File: config.mk
export PLATFORM = sky130hd
export DESIGN_NAME = http_request_header_parser_unit_flat
export DESIGN_NICKNAME = d
export VERILOG_FILES = /design/src/hdl/hrhp_pkg.sv /design/src/hdl/hrhp_if.sv /design/src/hdl/http_request_header_parser_unit.sv /design/src/flat_wrapper.sv
export SDC_FILE = /design/constraint.sdc
export NUM_CORES = 2
export LEC_CHECK = 0
export CORE_MARGIN = 1
export CORE_UTILIZATION = 42
export CTS_BUF_LIST = sky130_fd_sc_hd__clkbuf_8
export CTS_CLUSTER_SIZE = 10
export DETAILED_ROUTE_END_ITERATION = 7
export DONT_BUFFER_PORTS = 1
export SLEW_MARGIN = 10
export SYNTH_ARGS = -nofsm -noshare
export SYNTH_HDL_FRONTEND = slang
export SYNTH_SLANG_ARGS = --single-unit
File: constraint.sdc
create_clock -name i_clk -period 20.8 [get_ports i_clk]
set_clock_uncertainty 0.05 [all_clocks]
set_input_delay 0 -clock i_clk [delete_from_list [all_inputs] [get_ports i_clk]]
set_output_delay 0 -clock i_clk [all_outputs]
set_load 0.01 [all_outputs]
File: src/hdl/hrhp_pkg.sv
// shared types and constants for the http request header parser
package hrhp_pkg;

    // parse phases, one-hot
    typedef enum logic [4:0] {
        PH_REQLINE = 5'b00001,
        PH_NAME    = 5'b00010,
        PH_SKIPSP  = 5'b00100,
        PH_VALUE   = 5'b01000,
        PH_BODY    = 5'b10000
    } t_phase;

    // number scan phases
    typedef enum logic [1:0] {
        NUM_BLANK = 2'd0,
        NUM_SIGN  = 2'd1,
        NUM_DIGIT = 2'd2,
        NUM_DONE  = 2'd3
    } t_num;

    localparam logic [2:0] NM_KEY  = 3'b001;
    localparam logic [2:0] NM_AUTH = 3'b010;
    localparam logic [2:0] NM_CLEN = 3'b100;
    localparam logic [2:0] NM_ALL  = 3'b111;

    localparam logic [3:0] LEN_KEY    = 4'd9;
    localparam logic [3:0] LEN_AUTH   = 4'd13;
    localparam logic [3:0] LEN_CLEN   = 4'd14;
    localparam logic [2:0] LEN_BEARER = 3'd7;

    localparam logic [30:0] CL_SAT = 31'h7FFF_FFFF;

    typedef struct packed {
        logic [7:0] data_byte;
        logic       last_byte;
    } t_in;

    typedef struct packed {
        logic        parse_ok;
        logic [15:0] method_len;
        logic [15:0] path_offset;
        logic [15:0] path_len;
        logic [15:0] key_start;
        logic [15:0] key_len;
        logic [15:0] token_start;
        logic [15:0] token_len;
        logic [30:0] content_len;
        logic [16:0] body_start;
        logic [16:0] body_len;
    } t_out;

    // lower-case header name characters
    function automatic logic [7:0] key_chr(input logic [3:0] i);
        case (i)
            4'd0: key_chr = "x";  4'd1: key_chr = "-";  4'd2: key_chr = "a";
            4'd3: key_chr = "p";  4'd4: key_chr = "i";  4'd5: key_chr = "-";
            4'd6: key_chr = "k";  4'd7: key_chr = "e";  4'd8: key_chr = "y";
            default: key_chr = 8'h00;
        endcase
    endfunction

    function automatic logic [7:0] auth_chr(input logic [3:0] i);
        case (i)
            4'd0: auth_chr = "a";  4'd1: auth_chr = "u";  4'd2: auth_chr = "t";
            4'd3: auth_chr = "h";  4'd4: auth_chr = "o";  4'd5: auth_chr = "r";
            4'd6: auth_chr = "i";  4'd7: auth_chr = "z";  4'd8: auth_chr = "a";
            4'd9: auth_chr = "t";  4'd10: auth_chr = "i"; 4'd11: auth_chr = "o";
            4'd12: auth_chr = "n";
            default: auth_chr = 8'h00;
        endcase
    endfunction

    function automatic logic [7:0] clen_chr(input logic [3:0] i);
        case (i)
            4'd0: clen_chr = "c";  4'd1: clen_chr = "o";  4'd2: clen_chr = "n";
            4'd3: clen_chr = "t";  4'd4: clen_chr = "e";  4'd5: clen_chr = "n";
            4'd6: clen_chr = "t";  4'd7: clen_chr = "-";  4'd8: clen_chr = "l";
            4'd9: clen_chr = "e";  4'd10: clen_chr = "n"; 4'd11: clen_chr = "g";
            4'd12: clen_chr = "t"; 4'd13: clen_chr = "h";
            default: clen_chr = 8'h00;
        endcase
    endfunction

    function automatic logic [7:0] bearer_chr(input logic [2:0] i);
        case (i)
            3'd0: bearer_chr = "B"; 3'd1: bearer_chr = "e"; 3'd2: bearer_chr = "a";
            3'd3: bearer_chr = "r"; 3'd4: bearer_chr = "e"; 3'd5: bearer_chr = "r";
            3'd6: bearer_chr = " ";
            default: bearer_chr = 8'h00;
        endcase
    endfunction

endpackage

File: src/hdl/hrhp_if.sv
// valid/ready channel interfaces for request bytes and results
interface hrhp_in_if;
    logic             valid;
    logic             ready;
    hrhp_pkg::t_in    payload;
    modport source (output valid, output payload, input ready);
    modport sink   (input valid, input payload, output ready);
endinterface

interface hrhp_out_if;
    logic             valid;
    logic             ready;
    hrhp_pkg::t_out   payload;
    modport source (output valid, output payload, input ready);
    modport sink   (input valid, input payload, output ready);
endinterface

File: src/hdl/http_request_header_parser_unit.sv
// top level of the http request header parser
// an accepted last byte's result is registered in the output register, or in the
// one-entry skid buffer behind it while it is stalled; throughput: one byte per
// cycle while the skid is empty, so a byte is taken while a result waits
// reset: synchronous active low, clears parse state and both result valid flags
// after each request's last byte the parse state returns to its reset values
module http_request_header_parser_unit #(
    parameter int MAX_REQ_BYTES = 65536
) (
    input  logic          i_clk,
    input  logic          i_rst_n,
    hrhp_in_if.sink       i_req,
    hrhp_out_if.source    o_res
);
    localparam int PW = $clog2(MAX_REQ_BYTES + 1);

    logic             acc;
    logic [7:0]       b;
    logic             last;

    logic [PW-1:0]    r_pos, n_pos;
    logic [PW-1:0]    r_sp1, n_sp1, r_sp2, n_sp2;
    logic             r_f1, n_f1, r_f2, n_f2;
    hrhp_pkg::t_phase r_ph, n_ph;
    logic             r_cr, n_cr;
    logic [PW-1:0]    r_ls, n_ls;
    logic [2:0]       r_nm, n_nm;
    logic [3:0]       r_nl, n_nl;
    logic [PW-1:0]    r_vs, n_vs;
    logic [2:0]       r_bm, n_bm;
    logic [30:0]      r_acc, n_acc;
    logic             r_neg, n_neg;
    hrhp_pkg::t_num   r_np, n_np;
    logic [PW-1:0]    r_ks, n_ks, r_kl, n_kl, r_ts, n_ts, r_tl, n_tl;
    logic [30:0]      r_cl, n_cl;

    // output register plus skid
    logic             r_ov, r_sv;
    hrhp_pkg::t_out   r_od, r_sd, res;

    assign i_req.ready = !r_sv;
    assign acc  = i_req.valid && i_req.ready;
    assign b    = i_req.payload.data_byte;
    assign last = i_req.payload.last_byte;
    assign o_res.valid   = r_ov;
    assign o_res.payload = r_od;

    // per-byte parse step
    always_comb begin
        logic [PW-1:0]    p, e;
        logic [7:0]       c, lc;
        logic             do_line, is_dig, blank;
        logic [2:0]       m;
        logic [PW-1:0]    len;
        logic [34:0]      v;
        logic             drop;
        hrhp_pkg::t_phase s_ph;
        logic [2:0]       s_nm;
        logic [3:0]       s_nl;
        hrhp_pkg::t_num   s_np;
        n_pos = r_pos; n_sp1 = r_sp1; n_sp2 = r_sp2; n_f1 = r_f1; n_f2 = r_f2;
        n_ph = r_ph; n_cr = r_cr; n_ls = r_ls; n_nm = r_nm; n_nl = r_nl;
        n_vs = r_vs; n_bm = r_bm; n_acc = r_acc; n_neg = r_neg; n_np = r_np;
        n_ks = r_ks; n_kl = r_kl; n_ts = r_ts; n_tl = r_tl; n_cl = r_cl;
        p = r_pos; e = r_pos - 1'b1; c = b; do_line = 1'b0;
        lc = 8'h00; is_dig = 1'b0; blank = 1'b0; m = 3'b000; len = '0; v = '0;
        drop = 1'b0;
        s_ph = r_ph; s_nm = r_nm; s_nl = r_nl; s_np = r_np;
        if (r_pos < PW'(MAX_REQ_BYTES)) begin
            n_pos = r_pos + 1'b1;
            if (b == " ") begin
                if (!r_f1) begin
                    n_sp1 = p; n_f1 = 1'b1;
                end else if (!r_f2) begin
                    n_sp2 = p; n_f2 = 1'b1;
                end
            end
            if (r_ph == hrhp_pkg::PH_REQLINE) begin
                if (r_cr && b == 8'h0A) begin
                    n_ph = hrhp_pkg::PH_NAME; n_ls = p + 1'b1;
                    n_nm = hrhp_pkg::NM_ALL; n_nl = '0;
                end
                n_cr = (b == 8'h0D);
            end else if (r_ph != hrhp_pkg::PH_BODY) begin
                if (r_cr && b == 8'h0A) begin
                    // end of line
                    n_cr = 1'b0;
                    len = e - r_vs;
                    if (r_ph == hrhp_pkg::PH_NAME && e == r_ls) begin
                        n_ph = hrhp_pkg::PH_BODY;
                    end else begin
                        if (r_ph != hrhp_pkg::PH_NAME) begin
                            if (r_nm == hrhp_pkg::NM_KEY) begin
                                n_ks = r_vs; n_kl = len;
                            end else if (r_nm == hrhp_pkg::NM_AUTH) begin
                                drop = (len > PW'(hrhp_pkg::LEN_BEARER)) &&
                                       (r_bm == hrhp_pkg::LEN_BEARER);
                                n_ts = drop ? r_vs + PW'(hrhp_pkg::LEN_BEARER) : r_vs;
                                n_tl = drop ? len - PW'(hrhp_pkg::LEN_BEARER) : len;
                            end else if (r_nm == hrhp_pkg::NM_CLEN) begin
                                n_cl = r_neg ? '0 : r_acc;
                            end
                        end
                        n_ph = hrhp_pkg::PH_NAME;
                        n_nm = hrhp_pkg::NM_ALL; n_nl = '0;
                    end
                    n_ls = e + 2'd2;
                end else begin
                    // a held CR not followed by LF is a line byte ahead of this one
                    n_cr = (b == 8'h0D);
                    if (r_cr) begin
                        if (r_ph == hrhp_pkg::PH_NAME) begin
                            s_nm = '0;
                            if (r_nl < 4'd15) s_nl = r_nl + 1'b1;
                        end else begin
                            // CR is a blank value byte: it ends a sign or a digit run
                            s_ph = hrhp_pkg::PH_VALUE;
                            if (r_np == hrhp_pkg::NUM_SIGN || r_np == hrhp_pkg::NUM_DIGIT)
                                s_np = hrhp_pkg::NUM_DONE;
                        end
                    end
                    n_ph = s_ph; n_nm = s_nm; n_nl = s_nl; n_np = s_np;
                    do_line = (b != 8'h0D);
                end
                if (do_line) begin
                    if (s_ph == hrhp_pkg::PH_NAME) begin
                        if (c == ":") begin
                            if (s_nm[0] && s_nl == hrhp_pkg::LEN_KEY)  m = hrhp_pkg::NM_KEY;
                            if (s_nm[1] && s_nl == hrhp_pkg::LEN_AUTH) m = hrhp_pkg::NM_AUTH;
                            if (s_nm[2] && s_nl == hrhp_pkg::LEN_CLEN) m = hrhp_pkg::NM_CLEN;
                            n_nm = m; n_ph = hrhp_pkg::PH_SKIPSP; n_vs = p + 1'b1;
                            n_bm = '0; n_acc = '0; n_neg = 1'b0;
                            n_np = hrhp_pkg::NUM_BLANK;
                        end else begin
                            lc = (c >= "A" && c <= "Z") ? c + 8'd32 : c;
                            if (!(s_nl < hrhp_pkg::LEN_KEY && lc == hrhp_pkg::key_chr(s_nl)))
                                n_nm[0] = 1'b0;
                            if (!(s_nl < hrhp_pkg::LEN_AUTH && lc == hrhp_pkg::auth_chr(s_nl)))
                                n_nm[1] = 1'b0;
                            if (!(s_nl < hrhp_pkg::LEN_CLEN && lc == hrhp_pkg::clen_chr(s_nl)))
                                n_nm[2] = 1'b0;
                            if (s_nl < 4'd15) n_nl = s_nl + 1'b1;
                        end
                    end else if (s_ph == hrhp_pkg::PH_SKIPSP && c == " ") begin
                        n_vs = p + 1'b1;
                    end else begin
                        // value byte
                        n_ph = hrhp_pkg::PH_VALUE;
                        is_dig = (c >= "0" && c <= "9");
                        blank = (c == " " || (c >= 8'h09 && c <= 8'h0D));
                        if (r_bm < hrhp_pkg::LEN_BEARER && (p - r_vs) == PW'(r_bm) &&
                            c == hrhp_pkg::bearer_chr(r_bm))
                            n_bm = r_bm + 1'b1;
                        v = {4'd0, r_acc} * 35'd10 + {31'd0, c[3:0]};
                        case (s_np)
                            hrhp_pkg::NUM_BLANK: begin
                                if (!blank) begin
                                    if (c == "+") n_np = hrhp_pkg::NUM_SIGN;
                                    else if (c == "-") begin
                                        n_neg = 1'b1; n_np = hrhp_pkg::NUM_SIGN;
                                    end else if (is_dig) begin
                                        n_acc = {27'd0, c[3:0]}; n_np = hrhp_pkg::NUM_DIGIT;
                                    end else n_np = hrhp_pkg::NUM_DONE;
                                end
                            end
                            hrhp_pkg::NUM_SIGN: begin
                                if (is_dig) begin
                                    n_acc = {27'd0, c[3:0]}; n_np = hrhp_pkg::NUM_DIGIT;
                                end else n_np = hrhp_pkg::NUM_DONE;
                            end
                            hrhp_pkg::NUM_DIGIT: begin
                                if (is_dig)
                                    n_acc = (v > {4'd0, hrhp_pkg::CL_SAT}) ?
                                            hrhp_pkg::CL_SAT : v[30:0];
                                else n_np = hrhp_pkg::NUM_DONE;
                            end
                            default: ;
                        endcase
                    end
                end
            end
        end
    end

    // result from the post-byte state
    always_comb begin
        logic [PW-1:0] rem;
        logic [PW-1:0] bl;
        res = '0; rem = n_pos - n_ls; bl = '0;
        if (n_f1 && n_f2 && n_ph != hrhp_pkg::PH_REQLINE) begin
            if (n_cl != '0 && n_ls < n_pos)
                bl = ({{(32-PW){1'b0}}, rem} > {1'b0, n_cl}) ? PW'(n_cl) : rem;
            res.parse_ok       = 1'b1;
            res.method_len     = 16'(n_sp1);
            res.path_offset    = 16'(n_sp1 + 1'b1);
            res.path_len       = 16'(n_sp2 - n_sp1 - 1'b1);
            res.key_start      = 16'(n_ks);
            res.key_len        = 16'(n_kl);
            res.token_start    = 16'(n_ts);
            res.token_len      = 16'(n_tl);
            res.content_len    = n_cl;
            res.body_start     = 17'(n_ls);
            res.body_len       = 17'(bl);
        end
    end

    // parse state registers
    always_ff @(posedge i_clk) begin
        if (!i_rst_n || (acc && last)) begin
            r_pos <= '0; r_sp1 <= '0; r_sp2 <= '0; r_f1 <= 1'b0; r_f2 <= 1'b0;
            r_ph <= hrhp_pkg::PH_REQLINE; r_cr <= 1'b0; r_ls <= '0;
            r_nm <= hrhp_pkg::NM_ALL; r_nl <= '0; r_vs <= '0; r_bm <= '0;
            r_acc <= '0; r_neg <= 1'b0; r_np <= hrhp_pkg::NUM_BLANK;
            r_ks <= '0; r_kl <= '0; r_ts <= '0; r_tl <= '0; r_cl <= '0;
        end else if (acc) begin
            r_pos <= n_pos; r_sp1 <= n_sp1; r_sp2 <= n_sp2; r_f1 <= n_f1; r_f2 <= n_f2;
            r_ph <= n_ph; r_cr <= n_cr; r_ls <= n_ls; r_nm <= n_nm; r_nl <= n_nl;
            r_vs <= n_vs; r_bm <= n_bm; r_acc <= n_acc; r_neg <= n_neg; r_np <= n_np;
            r_ks <= n_ks; r_kl <= n_kl; r_ts <= n_ts; r_tl <= n_tl; r_cl <= n_cl;
        end
    end

    // result register with skid
    always_ff @(posedge i_clk) begin
        if (!i_rst_n) begin
            r_ov <= 1'b0; r_sv <= 1'b0;
        end else begin
            if (!r_ov || o_res.ready) begin
                r_ov <= r_sv || (acc && last);
                r_od <= r_sv ? r_sd : res;
                r_sv <= 1'b0;
            end else if (acc && last) begin
                r_sv <= 1'b1; r_sd <= res;
            end
        end
    end

`ifndef SYNTHESIS
    a_skid_only_when_full: assert property (@(posedge i_clk) disable iff (!i_rst_n)
        r_sv |-> r_ov) else $error("skid holds a result while output empty");
    a_hold_stalled: assert property (@(posedge i_clk) disable iff (!i_rst_n)
        (r_ov && !o_res.ready) |=> (r_ov && $stable(r_od)))
        else $error("stalled result changed");
    a_restart: assert property (@(posedge i_clk) disable iff (!i_rst_n)
        (acc && last) |=> (r_pos == '0 && r_ph == hrhp_pkg::PH_REQLINE))
        else $error("state not cleared after last byte");
`endif

endmodule
File: src/flat_wrapper.sv
// flat-port wrapper written by rule: the top's interface ports become plain ports
module http_request_header_parser_unit_flat 
#(
    parameter int MAX_REQ_BYTES = 65536
)
  (i_clk, i_rst_n, i_req_valid, i_req_payload, i_req_ready, o_res_valid, o_res_payload, o_res_ready);
  hrhp_in_if i_req_i ();
  hrhp_out_if o_res_i ();
  input  logic i_clk;
  input  logic i_rst_n;
  input wire logic [$bits(i_req_i.valid)-1:0] i_req_valid;
  input wire logic [$bits(i_req_i.payload)-1:0] i_req_payload;
  output wire logic [$bits(i_req_i.ready)-1:0] i_req_ready;
  output wire logic [$bits(o_res_i.valid)-1:0] o_res_valid;
  output wire logic [$bits(o_res_i.payload)-1:0] o_res_payload;
  input wire logic [$bits(o_res_i.ready)-1:0] o_res_ready;
  assign i_req_i.valid = i_req_valid;
  assign i_req_i.payload = i_req_payload;
  assign i_req_ready = i_req_i.ready;
  assign o_res_valid = o_res_i.valid;
  assign o_res_payload = o_res_i.payload;
  assign o_res_i.ready = o_res_ready;
  http_request_header_parser_unit #(.MAX_REQ_BYTES(MAX_REQ_BYTES)) u_core (.i_clk(i_clk), .i_rst_n(i_rst_n), .i_req(i_req_i), .o_res(o_res_i));
endmodule
==> metrics.cfg <==
[route]
postRouteWirelength_um = 104000
drt_iter0_markers = 2401
drtPass1Iterations = 5
vias = 28400
routed_via_density = 5.77
avgRoutedWirePerCell_um = 21.2
drt_drc_violations_left = 0
ant_nets = 0

[placement]
place_congestion = 0.958
numPortBuffers = 0
place_hpwl_um = 73600
dp_cells = 4707
placedInstanceArea_um2 = 36000

[logic_synthesis]
synth-seq-area-share_pct = 43.7
avgSynthCellArea_um2 = 9.20
syn_nets = 3998
ys.flop_type = edfxtp_1
ys_ff_latch = 588
netlist_instances = 3812
syn_area_um2 = 35100
synth_edf_count = 356
synth_warnings = 0
synthArstFlopShare_pct = 0
ys_types = 102

[cts]
cts_buffer_depth = 3
post_cts_resized = 0
insertion_delay_ns = 0.73
cts.sinks = 588
numCtsBuffers = 102
cts_root_buffer = clkbuf_8
path_clk_slew_ns = 0.06
h-tree-depth = 3
cts_setup_buffers = 0
ctsHoldBuffers = 30
cts_tree = built

[final_layout]
final_core_util_pct = 46.5
synthToLayoutAreaGrowth_pct = 9.08
drive_gt1_share_pct = 7.50
stdcell_count = 4926
nNetsFinal = 3957
final_area_um2 = 38300

[timing]
hold_ws_ns = 0.121
tightest_slew_ns = 1.24
fmax_mhz = 134
tns_ns = 0
setup_viol = 0
slew_headroom_pct = 17.3
finalHoldViolCount = 0
period_needed_ns = 7.48
rsz0062_at_grt = false
finalMaxSlewViolations = 0
post-route-period-util_pct = 36.0

[grt]
grt_pass1_vias = 26200
grt_antenna_before_repair = 3
grt_use_total_pct = 23.9
grt_max_degree = 190
grt_pass1_wl_um = 160000
overflow = 0

[worst_setup_path]
cp-end-kind = flop
required_ns = 21.27
critical-path-slowest-cell = and3_1
critPathMaxStageDelay_ns = 0.87
cp-start-kind = flop
crit_type = flop to flop
path_max_fanout = 21
arrival_ns = 7.96
r2r.worst_path.cells = 25

[pwr]
cellLeakagePower_nw = 13.4
vdd_drop_max_mv = 0.0458
p_per_area_nw_per_um2 = 69.7

[floorplanning]
die-area_um2 = 84700
rows = 105
io_pins = 193
start_util_pct = 42.6
fp.dieH_um = 291
die_x_um = 291
core_area_um2 = 82400

[worst_hold_path]
hold_depth = 9
hold_path_class = input pin to flop

[status]
status = finished, final reports clean

[job]
maxCapViolCount = 0

-- state kept, by name, summed over array words and instances, names as in the netlist, 2 cells and up --
register	cells
u_core.r_nm	3
u_core.r_ts	16
u_core.r_ks	16
u_core.r_tl	16
u_core.r_pos	17
u_core.r_vs	17
u_core.r_sp1	16
u_core.r_ls	17
u_core.r_kl	16
u_core.r_nl	4
u_core.o_res.payload	178
u_core.r_bm	3
u_core.r_ph	5
u_core.r_sp2	16
u_core.r_np	2
u_core.r_sd	178
u_core.r_acc	31
u_core.r_cl	31
-- worst max-delay path, delay by kind of cell, from the launching register on --
kind	cells	cell delay, ns
AO/OA/AOI/OAI	8	1.57
XOR/XNOR	3	0.61
adder cells (fa/ha/maj)	3	1.07
buffers and inverters	1	0.19
flip-flops	1	0.66
multiplexers	1	0.43
AND/OR/NAND/NOR	9	2.68
-- cell families (layout without fill, tap and decap cells) --
family | after synthesis | count (layout) | synth area share [%]
AOI/OAI and AO/OA | 915 | 915 | 17.4
xor gates and xnor gates | 227 | 227 | 5.83
adders and majority gates | 174 | 174 | 6.33
buffers and inverters | 354 | 397 | 4.14
DFF | 588 | 588 | 43.7
muxes | 124 | 124 | 3.63
other | 0 | 1 | 0
and+or+nand+nor | 1430 | 1430 | 19.0
-- power by group --
part	switching, mW	total [mW]	internal (mW)
sequential	0.0257	1.28	1.25
clock	0.492	1.05	0.555
combinational	0.223	0.338	0.116
total	0.740	2.67	1.93
-- layout make-up --
type	count	area, µm²
clock inverters	77	478
inverters	111	417
clock buffers	111	1530
multi-input cells	2870	18300
flip-flops and latches	588	15300
well taps	1070	1340
repair buffers	98	823
fillers	7909	44100
diodes	1	2.50
-- layer usage --
layer  up-vias  share of wire (%)  track usage, %
li1      13800                  -               -
met1     13600                 47            34.5
met2       872                 45            37.2
met3       128                5.5            3.15
met4         0                2.2            7.10
met5         -                  0               0
-- per-stage QoR --
stage / power (mW) / setup WS, ns
2_1_floorplan: 1.54 / 11.72
3_3_place_gp: 1.63 / 13.52
3_5_place_dp: 1.63 / 13.41
4_1_cts: 2.69 / 13.39
5_1_grt: 2.78 / 12.63
6_report: 2.67 / 13.32
-- synth_stat cells, drive strengths merged (8+ instances only) --
library cell  instances  area (µm²)
and3                 27         169
a2111oi              11         104
a21o                 34         255
a221oi                8        76.3
a31oi                27         184
nand3b               26         195
a311oi                8        70.1
nor2                452        1700
nor4                 42         305
nand2b               29         181
o21a                 20         150
buf                  62         357
or2                  13        81.3
nor3b                41         313
nor2b                26         163
o2111ai              10        87.6
nor3                 92         465
ha                  167        2090
o21bai               10        75.1
a21oi               265        1330
o41ai                18         184
xnor2               134        1170
nand4                37         231
mux2i                97         971
mux2                 27         304
nand3                78         395
o211ai               12         100
a211oi              102         791
clkbuf              181         679
and2                 20         125
o22ai                 8        50.1
dfxtp               232        4640
or4                  17         139
nand2               481        1810
o31ai               181        1380
inv                 110         413
edfxtp              356       10700
or3                  27         169
xor2                 89         780
o21ai               139         707
-- cell usage in the layout (no fill, tap or decap), types with 111 or more instances in the layout --
master / netlist / layout
o21ai_0: 135 / 135
nor2_1: 451 / 448
inv_1: 109 / 146
a21oi_1: 265 / 265
dfxtp_1: 232 / 231
nand2_1: 481 / 480
o31ai_1: 178 / 178
edfxtp_1: 356 / 356
xnor2_1: 134 / 134
ha_1: 167 / 167
clkbuf_8: 0 / 111
-- path summary, 6_finish.rpt --
| path | slack (ns) | endpoint | start |
|---|---|---|---|
| setup / recovery | 13.32 | u_core.o_res.payload[15] | u_core.r_pos[0] |
| hold / removal | 0.12 | u_core.r_bm[2] | i_req_payload[3] |
| setup reg to reg | 13.32 | u_core.o_res.payload[15] | u_core.r_pos[0] |
| hold reg to reg | 0.40 | u_core.r_ks[3] | u_core.r_ks[3] |
No activity file was read; power rests on OpenSTA's default activity.
